$ cat src/rtl/wuq_pkg.sv
// Shared types, codes and constants of the wake-up event qualifier.
// Depends on nothing; every other file of the block imports it.
package wuq_pkg;

  // Converter resolution and the width of the sample field.
  localparam int ADC_BITS = 12;
  localparam int SAMPLE_W = 12;
  localparam logic [SAMPLE_W-1:0] FULL_SCALE = (ADC_BITS >= SAMPLE_W) ?
      {SAMPLE_W{1'b1}} : SAMPLE_W'((1 << ADC_BITS) - 1);

  // Samples averaged into the centre value. It must be a power of two, so that
  // the average is a plain shift.
  localparam int CENTER_SAMPLES = 8;
  localparam int AVG_SHIFT = $clog2(CENTER_SAMPLES);
  localparam int AVG_CNT_W = $clog2(CENTER_SAMPLES + 1);
  localparam int AVG_SUM_W = SAMPLE_W + AVG_SHIFT;

  localparam logic [7:0] UART_WAKE_BYTE = 8'hA5;

  localparam int CFG_IDX_W = 3;
  localparam int CFG_DATA_W = 12;

  typedef enum logic [2:0] {
    KIND_ENTER_SLEEP = 3'd0,
    KIND_I2C_MATCH   = 3'd1,
    KIND_UART_BYTE   = 3'd2,
    KIND_PIN_EDGE    = 3'd3,
    KIND_PIN_SAMPLE  = 3'd4,
    KIND_PERIOD_EXP  = 3'd5,
    KIND_ADC_SAMPLE  = 3'd6,
    KIND_FILTER_TICK = 3'd7
  } kind_e;

  typedef enum logic [1:0] {
    ST_NONE   = 2'd0,
    ST_WAKE   = 2'd1,
    ST_REJECT = 2'd2,
    ST_FAIL   = 2'd3
  } status_e;

  typedef enum logic [1:0] {
    SRC_I2C    = 2'd0,
    SRC_UART   = 2'd1,
    SRC_PIN    = 2'd2,
    SRC_PERIOD = 2'd3
  } src_e;

  typedef enum logic [1:0] {
    MODE_DELTA   = 2'd0,
    MODE_RANGE   = 2'd1,
    MODE_DIGITAL = 2'd2,
    MODE_INVALID = 2'd3
  } mode_e;

  typedef enum logic [CFG_IDX_W-1:0] {
    CFG_PERIOD_MODE   = 3'd0,
    CFG_SET_POINT     = 3'd1,
    CFG_BAND_DELTA    = 3'd2,
    CFG_REJECT_INSIDE = 3'd3,
    CFG_PERIOD_LEVEL  = 3'd4,
    CFG_PIN_LEVEL     = 3'd5,
    CFG_PIN_READS     = 3'd6,
    CFG_WINDOW_TICKS  = 3'd7
  } cfg_idx_e;

  typedef struct packed {
    mode_e                period_mode;
    logic [SAMPLE_W-1:0]  set_point;
    logic [SAMPLE_W-1:0]  band_delta;
    logic                 reject_inside;
    logic                 period_level;
    logic                 pin_level;
    logic [7:0]           pin_reads;
    logic [7:0]           window_ticks;
  } cfg_t;

  typedef struct packed {
    kind_e               kind;
    logic [3:0]          criteria;
    logic [7:0]          rx_byte;
    logic                level;
    logic [SAMPLE_W-1:0] sample;
    logic                sample_ok;
  } item_t;

  typedef struct packed {
    status_e status;
    src_e    wake_source;
  } res_t;

endpackage

$ cat src/rtl/wuq_if.sv
// Request channels of the wake-up event qualifier: events in, decisions out.
// Depends on wuq_pkg for the field types.
interface wuq_req_if;
  import wuq_pkg::*;

  logic                valid;
  logic                ready;
  kind_e               kind;
  logic [3:0]          criteria;
  logic [7:0]          rx_byte;
  logic                level;
  logic [SAMPLE_W-1:0] sample;
  logic                sample_ok;

  modport source (output valid, kind, criteria, rx_byte, level, sample, sample_ok,
                  input ready);
  modport sink (input valid, kind, criteria, rx_byte, level, sample, sample_ok,
                output ready);
endinterface

interface wuq_res_if;
  import wuq_pkg::*;

  logic    valid;
  logic    ready;
  status_e status;
  src_e    wake_source;

  modport source (output valid, status, wake_source, input ready);
  modport sink (input valid, status, wake_source, output ready);
endinterface

$ cat src/rtl/wuq_cfg_regs.sv
// Configuration register file of the wake-up event qualifier.
// Depends on wuq_pkg for the register indices and the cfg_t bundle.
module wuq_cfg_regs (
  input  logic                          clk_i,
  input  logic                          rst_ni,
  input  logic                          cfg_we_i,
  input  logic [wuq_pkg::CFG_IDX_W-1:0] cfg_idx_i,
  input  logic [wuq_pkg::CFG_DATA_W-1:0] cfg_data_i,
  output wuq_pkg::cfg_t                 cfg_o
);
  import wuq_pkg::*;

  cfg_t cfg_q, cfg_d;

  always_comb begin
    cfg_d = cfg_q;
    if (cfg_we_i) begin
      case (cfg_idx_e'(cfg_idx_i))
        CFG_PERIOD_MODE:   cfg_d.period_mode   = mode_e'(cfg_data_i[1:0]);
        CFG_SET_POINT:     cfg_d.set_point     = cfg_data_i[SAMPLE_W-1:0];
        CFG_BAND_DELTA:    cfg_d.band_delta    = cfg_data_i[SAMPLE_W-1:0];
        CFG_REJECT_INSIDE: cfg_d.reject_inside = cfg_data_i[0];
        CFG_PERIOD_LEVEL:  cfg_d.period_level  = cfg_data_i[0];
        CFG_PIN_LEVEL:     cfg_d.pin_level     = cfg_data_i[0];
        CFG_PIN_READS:     cfg_d.pin_reads     = cfg_data_i[7:0];
        CFG_WINDOW_TICKS:  cfg_d.window_ticks  = cfg_data_i[7:0];
        default: ;
      endcase
    end
  end

  always_ff @(posedge clk_i or negedge rst_ni) begin
    if (!rst_ni) begin
      cfg_q <= '0;
    end else begin
      cfg_q <= cfg_d;
    end
  end

  assign cfg_o = cfg_q;

endmodule

$ cat src/rtl/wuq_decide.sv
// Sleep state machine and decision logic, with the registered result.
// Depends on wuq_pkg for codes, constants and the item, config and result types.
module wuq_decide (
  input  logic           clk_i,
  input  logic           rst_ni,
  input  logic           fire_i,
  input  wuq_pkg::item_t item_i,
  input  wuq_pkg::cfg_t  cfg_i,
  output wuq_pkg::res_t  res_o
);
  import wuq_pkg::*;

  typedef enum logic [2:0] {
    PH_AWAKE  = 3'd0,
    PH_CENTER = 3'd1,
    PH_ASLEEP = 3'd2,
    PH_PIN    = 3'd3,
    PH_WINDOW = 3'd4
  } phase_e;

  phase_e               phase_q, phase_d;
  logic [3:0]           enabled_q, enabled_d;
  logic [SAMPLE_W-1:0]  center_q, center_d;
  logic [AVG_SUM_W-1:0] sum_q, sum_d;
  logic [AVG_CNT_W-1:0] count_q, count_d;
  logic [7:0]           filter_q, filter_d;
  logic [SAMPLE_W-1:0]  band_lo_q, band_lo_d;
  logic [SAMPLE_W-1:0]  band_hi_q, band_hi_d;
  res_t                 res_q, res_d;

  logic [SAMPLE_W-1:0]  smp;
  logic [AVG_SUM_W-1:0] sum_inc;
  logic [AVG_CNT_W-1:0] count_inc;
  logic [SAMPLE_W-1:0]  centre;
  logic [SAMPLE_W:0]    band_top;
  logic [7:0]           filter_dec;
  logic                 in_band;

  assign smp       = item_i.sample & FULL_SCALE;
  assign sum_inc   = sum_q + AVG_SUM_W'(smp);
  assign count_inc = count_q + AVG_CNT_W'(1);
  assign filter_dec = filter_q - 8'd1;
  assign in_band   = (smp >= band_lo_q) && (smp <= band_hi_q);

  // Band centre for the window that a period expiry opens, clipped to full scale.
  always_comb begin
    centre = (cfg_i.period_mode == MODE_DELTA) ? center_q : cfg_i.set_point;
    if (centre > FULL_SCALE) begin
      centre = FULL_SCALE;
    end
    band_top = {1'b0, centre} + {1'b0, cfg_i.band_delta};
  end

  always_comb begin
    phase_d   = phase_q;
    enabled_d = enabled_q;
    center_d  = center_q;
    sum_d     = sum_q;
    count_d   = count_q;
    filter_d  = filter_q;
    band_lo_d = band_lo_q;
    band_hi_d = band_hi_q;
    res_d     = '{status: ST_NONE, wake_source: SRC_I2C};

    if (item_i.kind == KIND_ENTER_SLEEP) begin
      enabled_d = item_i.criteria;
      if (item_i.criteria == 4'd0) begin
        phase_d = PH_AWAKE;
      end else if (item_i.criteria[3] && cfg_i.period_mode == MODE_DELTA) begin
        sum_d   = '0;
        count_d = '0;
        phase_d = PH_CENTER;
      end else begin
        phase_d = PH_ASLEEP;
      end
    end else begin
      case (phase_q)
        PH_CENTER: begin
          if (item_i.kind == KIND_ADC_SAMPLE) begin
            if (!item_i.sample_ok) begin
              phase_d = PH_AWAKE;
              res_d   = '{status: ST_FAIL, wake_source: SRC_PERIOD};
            end else begin
              sum_d   = sum_inc;
              count_d = count_inc;
              if (count_inc >= AVG_CNT_W'(CENTER_SAMPLES)) begin
                center_d = sum_inc[AVG_SHIFT +: SAMPLE_W] & FULL_SCALE;
                phase_d  = PH_ASLEEP;
              end
            end
          end
        end
        PH_ASLEEP: begin
          if (item_i.kind == KIND_I2C_MATCH && enabled_q[0]) begin
            phase_d = PH_AWAKE;
            res_d   = '{status: ST_WAKE, wake_source: SRC_I2C};
          end else if (item_i.kind == KIND_UART_BYTE && enabled_q[1]) begin
            if (item_i.rx_byte == UART_WAKE_BYTE) begin
              phase_d = PH_AWAKE;
              res_d   = '{status: ST_WAKE, wake_source: SRC_UART};
            end else begin
              res_d   = '{status: ST_REJECT, wake_source: SRC_UART};
            end
          end else if (item_i.kind == KIND_PIN_EDGE && enabled_q[2]) begin
            if (cfg_i.pin_reads == 8'd0) begin
              phase_d = PH_AWAKE;
              res_d   = '{status: ST_WAKE, wake_source: SRC_PIN};
            end else begin
              filter_d = cfg_i.pin_reads;
              phase_d  = PH_PIN;
            end
          end else if (item_i.kind == KIND_PERIOD_EXP && enabled_q[3]) begin
            if (cfg_i.period_mode == MODE_INVALID) begin
              res_d = '{status: ST_REJECT, wake_source: SRC_PERIOD};
            end else begin
              band_lo_d = (centre >= cfg_i.band_delta) ? centre - cfg_i.band_delta : '0;
              band_hi_d = (band_top > {1'b0, FULL_SCALE}) ? FULL_SCALE :
                                                             band_top[SAMPLE_W-1:0];
              if (cfg_i.window_ticks == 8'd0) begin
                phase_d = PH_AWAKE;
                res_d   = '{status: ST_WAKE, wake_source: SRC_PERIOD};
              end else begin
                filter_d = cfg_i.window_ticks;
                phase_d  = PH_WINDOW;
              end
            end
          end
        end
        PH_PIN: begin
          if (item_i.kind == KIND_PIN_SAMPLE) begin
            if (item_i.level != cfg_i.pin_level) begin
              phase_d = PH_ASLEEP;
              res_d   = '{status: ST_REJECT, wake_source: SRC_PIN};
            end else begin
              filter_d = filter_dec;
              if (filter_dec == 8'd0) begin
                phase_d = PH_AWAKE;
                res_d   = '{status: ST_WAKE, wake_source: SRC_PIN};
              end
            end
          end
        end
        PH_WINDOW: begin
          if (item_i.kind == KIND_FILTER_TICK) begin
            filter_d = filter_dec;
            if (filter_dec == 8'd0) begin
              phase_d = PH_AWAKE;
              res_d   = '{status: ST_WAKE, wake_source: SRC_PERIOD};
            end
          end else if (item_i.kind == KIND_PIN_SAMPLE &&
                       cfg_i.period_mode == MODE_DIGITAL) begin
            if (item_i.level != cfg_i.period_level) begin
              phase_d = PH_ASLEEP;
              res_d   = '{status: ST_REJECT, wake_source: SRC_PERIOD};
            end
          end else if (item_i.kind == KIND_ADC_SAMPLE && cfg_i.period_mode == MODE_DELTA) begin
            // A failed conversion is ignored in delta mode.
            if (item_i.sample_ok && in_band) begin
              phase_d = PH_ASLEEP;
              res_d   = '{status: ST_REJECT, wake_source: SRC_PERIOD};
            end
          end else if (item_i.kind == KIND_ADC_SAMPLE && cfg_i.period_mode == MODE_RANGE) begin
            if (!item_i.sample_ok || (cfg_i.reject_inside ? in_band : !in_band)) begin
              phase_d = PH_ASLEEP;
              res_d   = '{status: ST_REJECT, wake_source: SRC_PERIOD};
            end
          end
        end
        default: ;
      endcase
    end
  end

  always_ff @(posedge clk_i or negedge rst_ni) begin
    if (!rst_ni) begin
      phase_q   <= PH_AWAKE;
      enabled_q <= '0;
      center_q  <= '0;
      sum_q     <= '0;
      count_q   <= '0;
      filter_q  <= '0;
      band_lo_q <= '0;
      band_hi_q <= '0;
      res_q     <= '0;
    end else if (fire_i) begin
      phase_q   <= phase_d;
      enabled_q <= enabled_d;
      center_q  <= center_d;
      sum_q     <= sum_d;
      count_q   <= count_d;
      filter_q  <= filter_d;
      band_lo_q <= band_lo_d;
      band_hi_q <= band_hi_d;
      res_q     <= res_d;
    end
  end

  assign res_o = res_q;

`ifndef SYNTH
  // Centring only runs when the period source was enabled.
  a_center_needs_period: assert property (@(posedge clk_i) disable iff (!rst_ni)
    phase_q == PH_CENTER |-> enabled_q[3])
    else $error("centring without the period source enabled");

  // The count never reaches the sample total while still centring.
  a_center_count: assert property (@(posedge clk_i) disable iff (!rst_ni)
    phase_q == PH_CENTER |-> count_q < AVG_CNT_W'(CENTER_SAMPLES))
    else $error("centring sample count overran");

  // A running filter or window always has ticks left.
  a_filter_live: assert property (@(posedge clk_i) disable iff (!rst_ni)
    (phase_q == PH_PIN || phase_q == PH_WINDOW) |-> filter_q != 8'd0)
    else $error("filter count exhausted without a decision");

  // Any sleeping phase has at least one source enabled.
  a_sleep_has_source: assert property (@(posedge clk_i) disable iff (!rst_ni)
    (phase_q == PH_ASLEEP || phase_q == PH_PIN || phase_q == PH_WINDOW) |->
    enabled_q != 4'd0)
    else $error("asleep with no wake source");

  // A wake or a centring failure always returns the block to awake.
  a_wake_returns: assert property (@(posedge clk_i) disable iff (!rst_ni)
    fire_i && (res_d.status == ST_WAKE || res_d.status == ST_FAIL) |=>
    phase_q == PH_AWAKE)
    else $error("decision did not return the block to awake");
`endif

endmodule

$ cat src/rtl/wakeup_event_qualifier.sv
// Wake-up event qualifier: takes one event request per cycle while its decisions
// are taken and returns one decision request for each, in order. Every request
// passes an input register and then the decision logic into the result register;
// the sustained rate is one request per clock, and the input register and the
// result register are the only limit. While a finished decision waits to
// be taken, the block accepts one further request into its input register and
// then stalls its input until the decision is taken. An enter_sleep request
// latches the enabled sources; with the period source enabled in analog delta
// mode, the next eight ADC samples are averaged into the band centre before
// sleep starts. While asleep, an I2C match, the UART wake byte 0xA5, a pin edge
// confirmed by a run of pin reads, or a period expiry followed by a clean check
// window end the sleep. Configuration is written through a plain write port and
// must only change while no request is in flight.
// Depends on wuq_pkg, wuq_if, wuq_cfg_regs and wuq_decide.
module wakeup_event_qualifier (
  input  logic                           clk_i,
  input  logic                           rst_ni,
  input  logic                           cfg_we_i,
  input  logic [wuq_pkg::CFG_IDX_W-1:0]  cfg_idx_i,
  input  logic [wuq_pkg::CFG_DATA_W-1:0] cfg_data_i,
  wuq_req_if.sink                        req_i,
  wuq_res_if.source                      res_o
);
  import wuq_pkg::*;

  cfg_t  cfg;
  item_t item_q;
  res_t  res;
  logic  in_valid_q;
  logic  out_valid_q;
  logic  advance;
  logic  req_take;

  // The held request moves on whenever the result register is free or being
  // emptied in this same cycle.
  assign advance   = in_valid_q && (!out_valid_q || res_o.ready);
  assign req_i.ready = !in_valid_q || advance;
  assign req_take  = req_i.valid && req_i.ready;

  always_ff @(posedge clk_i or negedge rst_ni) begin
    if (!rst_ni) begin
      in_valid_q  <= 1'b0;
      out_valid_q <= 1'b0;
    end else begin
      if (req_take) begin
        in_valid_q <= 1'b1;
      end else if (advance) begin
        in_valid_q <= 1'b0;
      end
      if (advance) begin
        out_valid_q <= 1'b1;
      end else if (res_o.ready) begin
        out_valid_q <= 1'b0;
      end
    end
  end

  // Request payload needs no reset; it is only used while marked valid.
  always_ff @(posedge clk_i) begin
    if (req_take) begin
      item_q <= '{kind:      req_i.kind,
                  criteria:  req_i.criteria,
                  rx_byte:   req_i.rx_byte,
                  level:     req_i.level,
                  sample:    req_i.sample,
                  sample_ok: req_i.sample_ok};
    end
  end

  wuq_cfg_regs u_cfg_regs (
    .clk_i      (clk_i),
    .rst_ni     (rst_ni),
    .cfg_we_i   (cfg_we_i),
    .cfg_idx_i  (cfg_idx_i),
    .cfg_data_i (cfg_data_i),
    .cfg_o      (cfg)
  );

  wuq_decide u_decide (
    .clk_i  (clk_i),
    .rst_ni (rst_ni),
    .fire_i (advance),
    .item_i (item_q),
    .cfg_i  (cfg),
    .res_o  (res)
  );

  assign res_o.valid       = out_valid_q;
  assign res_o.status      = res.status;
  assign res_o.wake_source = res.wake_source;

endmodule

$ cat src/flat_wrapper.sv
// flat-port wrapper written by rule: the top's interface ports become plain ports
module wakeup_event_qualifier_flat import wuq_pkg::*;
  (clk_i, rst_ni, cfg_we_i, cfg_idx_i, cfg_data_i, req_i_valid, req_i_kind, req_i_criteria, req_i_rx_byte, req_i_level, req_i_sample, req_i_sample_ok, req_i_ready, res_o_valid, res_o_status, res_o_wake_source, res_o_ready);
  wuq_req_if req_i_i ();
  wuq_res_if res_o_i ();
  input  logic clk_i;
  input  logic rst_ni;
  input  logic cfg_we_i;
  input  logic [wuq_pkg::CFG_IDX_W-1:0] cfg_idx_i;
  input  logic [wuq_pkg::CFG_DATA_W-1:0] cfg_data_i;
  input wire logic [$bits(req_i_i.valid)-1:0] req_i_valid;
  input wire logic [$bits(req_i_i.kind)-1:0] req_i_kind;
  input wire logic [$bits(req_i_i.criteria)-1:0] req_i_criteria;
  input wire logic [$bits(req_i_i.rx_byte)-1:0] req_i_rx_byte;
  input wire logic [$bits(req_i_i.level)-1:0] req_i_level;
  input wire logic [$bits(req_i_i.sample)-1:0] req_i_sample;
  input wire logic [$bits(req_i_i.sample_ok)-1:0] req_i_sample_ok;
  output wire logic [$bits(req_i_i.ready)-1:0] req_i_ready;
  output wire logic [$bits(res_o_i.valid)-1:0] res_o_valid;
  output wire logic [$bits(res_o_i.status)-1:0] res_o_status;
  output wire logic [$bits(res_o_i.wake_source)-1:0] res_o_wake_source;
  input wire logic [$bits(res_o_i.ready)-1:0] res_o_ready;
  assign req_i_i.valid = req_i_valid;
  assign req_i_i.kind = req_i_kind;
  assign req_i_i.criteria = req_i_criteria;
  assign req_i_i.rx_byte = req_i_rx_byte;
  assign req_i_i.level = req_i_level;
  assign req_i_i.sample = req_i_sample;
  assign req_i_i.sample_ok = req_i_sample_ok;
  assign req_i_ready = req_i_i.ready;
  assign res_o_valid = res_o_i.valid;
  assign res_o_status = res_o_i.status;
  assign res_o_wake_source = res_o_i.wake_source;
  assign res_o_i.ready = res_o_ready;
  wakeup_event_qualifier u_core (.clk_i(clk_i), .rst_ni(rst_ni), .cfg_we_i(cfg_we_i), .cfg_idx_i(cfg_idx_i), .cfg_data_i(cfg_data_i), .req_i(req_i_i), .res_o(res_o_i));
endmodule
$ cat config.mk
export PLATFORM = sky130hd
export DESIGN_NAME = wakeup_event_qualifier_flat
export DESIGN_NICKNAME = d
export VERILOG_FILES = /design/src/rtl/wuq_pkg.sv /design/src/rtl/wuq_if.sv /design/src/rtl/wuq_cfg_regs.sv /design/src/rtl/wuq_decide.sv /design/src/rtl/wakeup_event_qualifier.sv /design/src/flat_wrapper.sv
export SDC_FILE = /design/constraint.sdc
export NUM_CORES = 1
export LEC_CHECK = 0
export BUFFER_PORTS_ARGS = -buffer_cell sky130_fd_sc_hd__buf_2
export CAP_MARGIN = 20
export CORE_UTILIZATION = 56
export CTS_CLUSTER_DIAMETER = 120
export DETAILED_ROUTE_END_ITERATION = 12
export PLACE_DENSITY = 0.79
export SKIP_CTS_REPAIR_TIMING = 1
export SLEW_MARGIN = 20
export SYNTH_ARGS = -nofsm -noshare
export SYNTH_HDL_FRONTEND = slang
export SYNTH_HIERARCHICAL = 1
export SYNTH_SLANG_ARGS = --single-unit
$ cat constraint.sdc
create_clock -name clk_i -period 3.9 [get_ports clk_i]
set_clock_uncertainty 0.1 [all_clocks]
set_input_delay 0.78 -clock clk_i [delete_from_list [all_inputs] [get_ports clk_i]]
set_output_delay 0.78 -clock clk_i [all_outputs]
set_load 0.02 [all_outputs]
==> reports/qor.yml <==
critical_path:
  reg2reg_from: "u_core/u_cfg_regs/cfg_o[44]"
  critPathLaunchType: "register"
  cp_max_delay_cell: "sky130_fd_sc_hd__a2111oi_1"
  timing.critical_path.max_delay_family: "compound AO/OA/AOI/OAI gates"
  critical-path-top-cell-by-count: "sky130_fd_sc_hd__nor2_1"
  cp.required_ns: 4.10
  r2r_setup_slack_ns: 0.33
  cp_slowest_stage_delay_ns: 0.49
  path_cells: "nor2_1 > buf_4 > mux2_2 > ha_1 > inv_1 > fa_1 > o21bai_1 > a21oi_1 > o21bai_1 > a2111oi_1 > o41a_1 > nor2_1 > nor2_1 > o21a_2 > a32oi_1"
  crit_arrival_ns: 3.77
  timing.reg2reg.worst_path_depth: 15
  critPathKind: "register to register"
  worstPathMaxFanout: 16
  end_kind: "register"
  cp.buffers_inverters: 2
  r2r-end: "u_core/u_decide/band_hi_q[7]"
pwr:
  power.static_leakage_uw: 0.004501
  p_comb_share_pct: 34.6
  peakVddDrop_mv: 0.4380
  int_pwr_uw: 3848
  switching_power_uw: 2043
  power_per_cell_area_nw_per_um2: 589.2
  p_total_uw: 5891
  clock_power_share_pct: 29.5
  swShare_pct: 34.68
  power.sequential.fraction_pct: 35.9
yosys:
  synth_enable_flop_cells: 29
  yosys_warnings: 6
  synth_cells: 835
  yosys-top-cells-count: "sky130_fd_sc_hd__dfrtp_1 (121), sky130_fd_sc_hd__ha_1 (63), sky130_fd_sc_hd__nor2_1 (63), sky130_fd_sc_hd__inv_1 (58), sky130_fd_sc_hd__mux2_2 (53)"
  synth.yosys.seq_area_share_pct: 43.78
  synth_largest_area_cell: "sky130_fd_sc_hd__dfrtp_1"
  synth.lib_cells_used.distinct: 76
  async_flop_share_pct: 80.67
  post-synth-top-count-cell: "sky130_fd_sc_hd__dfrtp_1"
  per_instance_average_area_after_synthesis_um2: 10.67
  synth.cell_area_um2: 8906
  synth.ff_latch_count: 150
  synth_fp_nets: 950
  yosys_most_used_dff: "sky130_fd_sc_hd__dfrtp_1"
  yosysTopAreaCellShare_pct: 34.00
  ys_top_cells_by_area: "sky130_fd_sc_hd__dfrtp_1 (34%), sky130_fd_sc_hd__edfxtp_1 (9.8%), sky130_fd_sc_hd__ha_1 (8.9%)"
global_route:
  grt_max_degree: 68
  grt-ovfl-total: 0
  first_pass_grt_wire_length_mm: 33.47
  grt_pass1_vias: 6484
  gr-usage-all-layers_pct: 26.74
  number_of_antenna_violations_at_the_first_check_in_global_routing: 0
die:
  floorplan.initialDensity_pct: 57.94
  design.portCount: 55
  design.core.area_um2: 15370
  die_y_um: 128.1
  die_area_um2: 16410
  fp.dieW_um: 128.1
  placement_rows: 45
timing:
  hold_viol: 0
  worst_pin_slew_ns: 0.8841
  fin_setup_tns_ns: 0
  layout_min_cycle_time_ns: 3.571
  grt_setup_unrepaired: "false"
  achievable-frequency_mhz: 280.1
  post-route-period-util_pct: 91.55
  number_of_endpoints_failing_setup_at_the_final_stage: 0
  slew_viol_final: 0
  timing.slew.headroom_pct: 41.06
cts:
  cts.reportedPaths.clkPinSlew_ns: 0.06
  cts_tree: "yes"
  clk_root_buffer_cell: "sky130_fd_sc_hd__clkbuf_16"
  maximum_clock_path_buffer_count: 2
  worstSkewPairLatency_ns: 0.43
  numCtsBuffers: 17
  clock-sinks: 150
  maximum_level_of_the_cts_h_tree: 4
place:
  place_hpwl_mm: 14.89
  placed_area_um2: 9353
  portBuffers: 54
  dpl_cells: 1077
  gp_routability_congestion: 0.9226
route:
  via_per_inst: 5.962
  remaining_drc_errors: 0
  num_vias: 6612
  wirelength_mm: 20.50
  detail_route.wl_per_cell_um: 18.49
  detailedRoute.firstIterationViolations: 467
  ant_nets: 0
  detail_route.first_pass.iterations: 7
outcome:
  run_status: "finished clean"
finish:
  final_net_count: 1000
  number_of_standard_cells_in_the_final_layout_excluding_fillers: 1109
  drive_gt1_share_pct: 20.38
  flow.area_growth_from_synthesis_pct: 12.25
  antenna_cells_inserted: 0
  final_cell_area_um2: 9997
run:
  drv_cap: 0
min_path:
  worstHoldPathType: "primary input to asynchronous set/reset pin"
==> power groups by stage <==
stage / Clock (uW) / Combinational (uW) / Sequential (uW)
after CTS: 1770 / 2000 / 2110
after global routing: 1840 / 2250 / 2150
after floorplan: 0 / 1550 / 2050
final: 1740 / 2040 / 2120
after detailed placement: 0 / 1980 / 2130
after global placement: 0 / 1930 / 2120
==> metrics by stage <==
step           setup slack [ns]  util, %  hold WS [ns]
5_1_grt                 0.02126    65.04        0.4006
4_1_cts                  0.1662    64.94        0.3859
6_report                 0.3294    65.04        0.3509
2_1_floorplan            0.2213        -        0.3501
3_5_place_dp             0.1844    60.85        0.3858
3_3_place_gp             0.2679    60.85        0.3732
==> logic make-up after synthesis <==
family | count (synthesis) | synth area share, %
buf+inv | 90 | 4.215
mux | 78 | 10.64
simple gates | 226 | 13.66
compound gates | 193 | 15.05
flops | 150 | 43.78
fa+ha+maj | 66 | 9.525
xor+xnor | 32 | 3.147
==> routing by layer <==
layer / GRT usage [%] / part of all wire [%] / vias up / wire, um
met5: 0 / 0 / - / 0
met4: 11.56 / 2.9 / 0 / 599
met3: 5.593 / 5.3 / 45 / 1096
met2: 42.20 / 47 / 231 / 9601
met1: 35.78 / 45 / 3188 / 9206
li1: - / - / 3148 / -
==> state kept, by name, summed over array words and instances (netlist names), 8 cells and up <==
register	count
u_core/item_q	29
u_core/u_cfg_regs/cfg_o	45
u_core/u_decide/band_hi_q	12
u_core/u_decide/band_lo_q	12
u_core/u_decide/center_q	12
u_core/u_decide/filter_q	8
u_core/u_decide/sum_q	15
==> cell type report <==
type | count | area [um2]
fill | 1178 | 5374
multi-input combinational | 595 | 4647
sequential | 150 | 3899
clock buffer | 23 | 490.5
timing repair buffer | 63 | 340.3
tap | 211 | 264.0
inverter | 58 | 217.7
clock inverter | 9 | 138.9
==> worst max path at each step <==
stage,slack (ns),cells past startpoint,startpoint,endpoint
floorplan,0.22,15,u_core/u_cfg_regs/cfg_o[43],u_core/u_decide/band_hi_q[10]
global placement,0.27,15,u_core/u_cfg_regs/cfg_o[44],u_core/u_decide/band_hi_q[7]
detailed placement,0.18,15,u_core/u_cfg_regs/cfg_o[44],u_core/u_decide/band_hi_q[7]
CTS,0.17,15,u_core/u_cfg_regs/cfg_o[44],u_core/u_decide/band_hi_q[7]
global route,0.02,12,u_core/u_cfg_regs/cfg_o[44],u_core/u_decide/band_hi_q[11]
finish,0.33,15,u_core/u_cfg_regs/cfg_o[44],u_core/u_decide/band_hi_q[7]
==> placed cells by master (no fill, tap or decap), types with 7 or more instances in the layout <==
cell / count
sky130_fd_sc_hd__dfrtp_1: 121
sky130_fd_sc_hd__nor2_1: 63
sky130_fd_sc_hd__ha_1: 63
sky130_fd_sc_hd__inv_1: 58
sky130_fd_sc_hd__buf_2: 53
sky130_fd_sc_hd__mux2_2: 53
sky130_fd_sc_hd__a21oi_1: 45
sky130_fd_sc_hd__nand2_1: 40
sky130_fd_sc_hd__o21ai_0: 32
sky130_fd_sc_hd__edfxtp_1: 29
sky130_fd_sc_hd__a22o_1: 29
sky130_fd_sc_hd__xnor2_1: 23
sky130_fd_sc_hd__mux2_4: 20
sky130_fd_sc_hd__clkbuf_16: 19
sky130_fd_sc_hd__nand3_1: 17
sky130_fd_sc_hd__nor3_1: 17
sky130_fd_sc_hd__nor2b_1: 15
sky130_fd_sc_hd__nand2b_1: 13
sky130_fd_sc_hd__buf_4: 10
sky130_fd_sc_hd__a22oi_1: 9
sky130_fd_sc_hd__xor2_1: 9
sky130_fd_sc_hd__o211ai_1: 8
sky130_fd_sc_hd__o21bai_1: 7
sky130_fd_sc_hd__nand4_1: 7
Power figures use the tool's default switching activity.
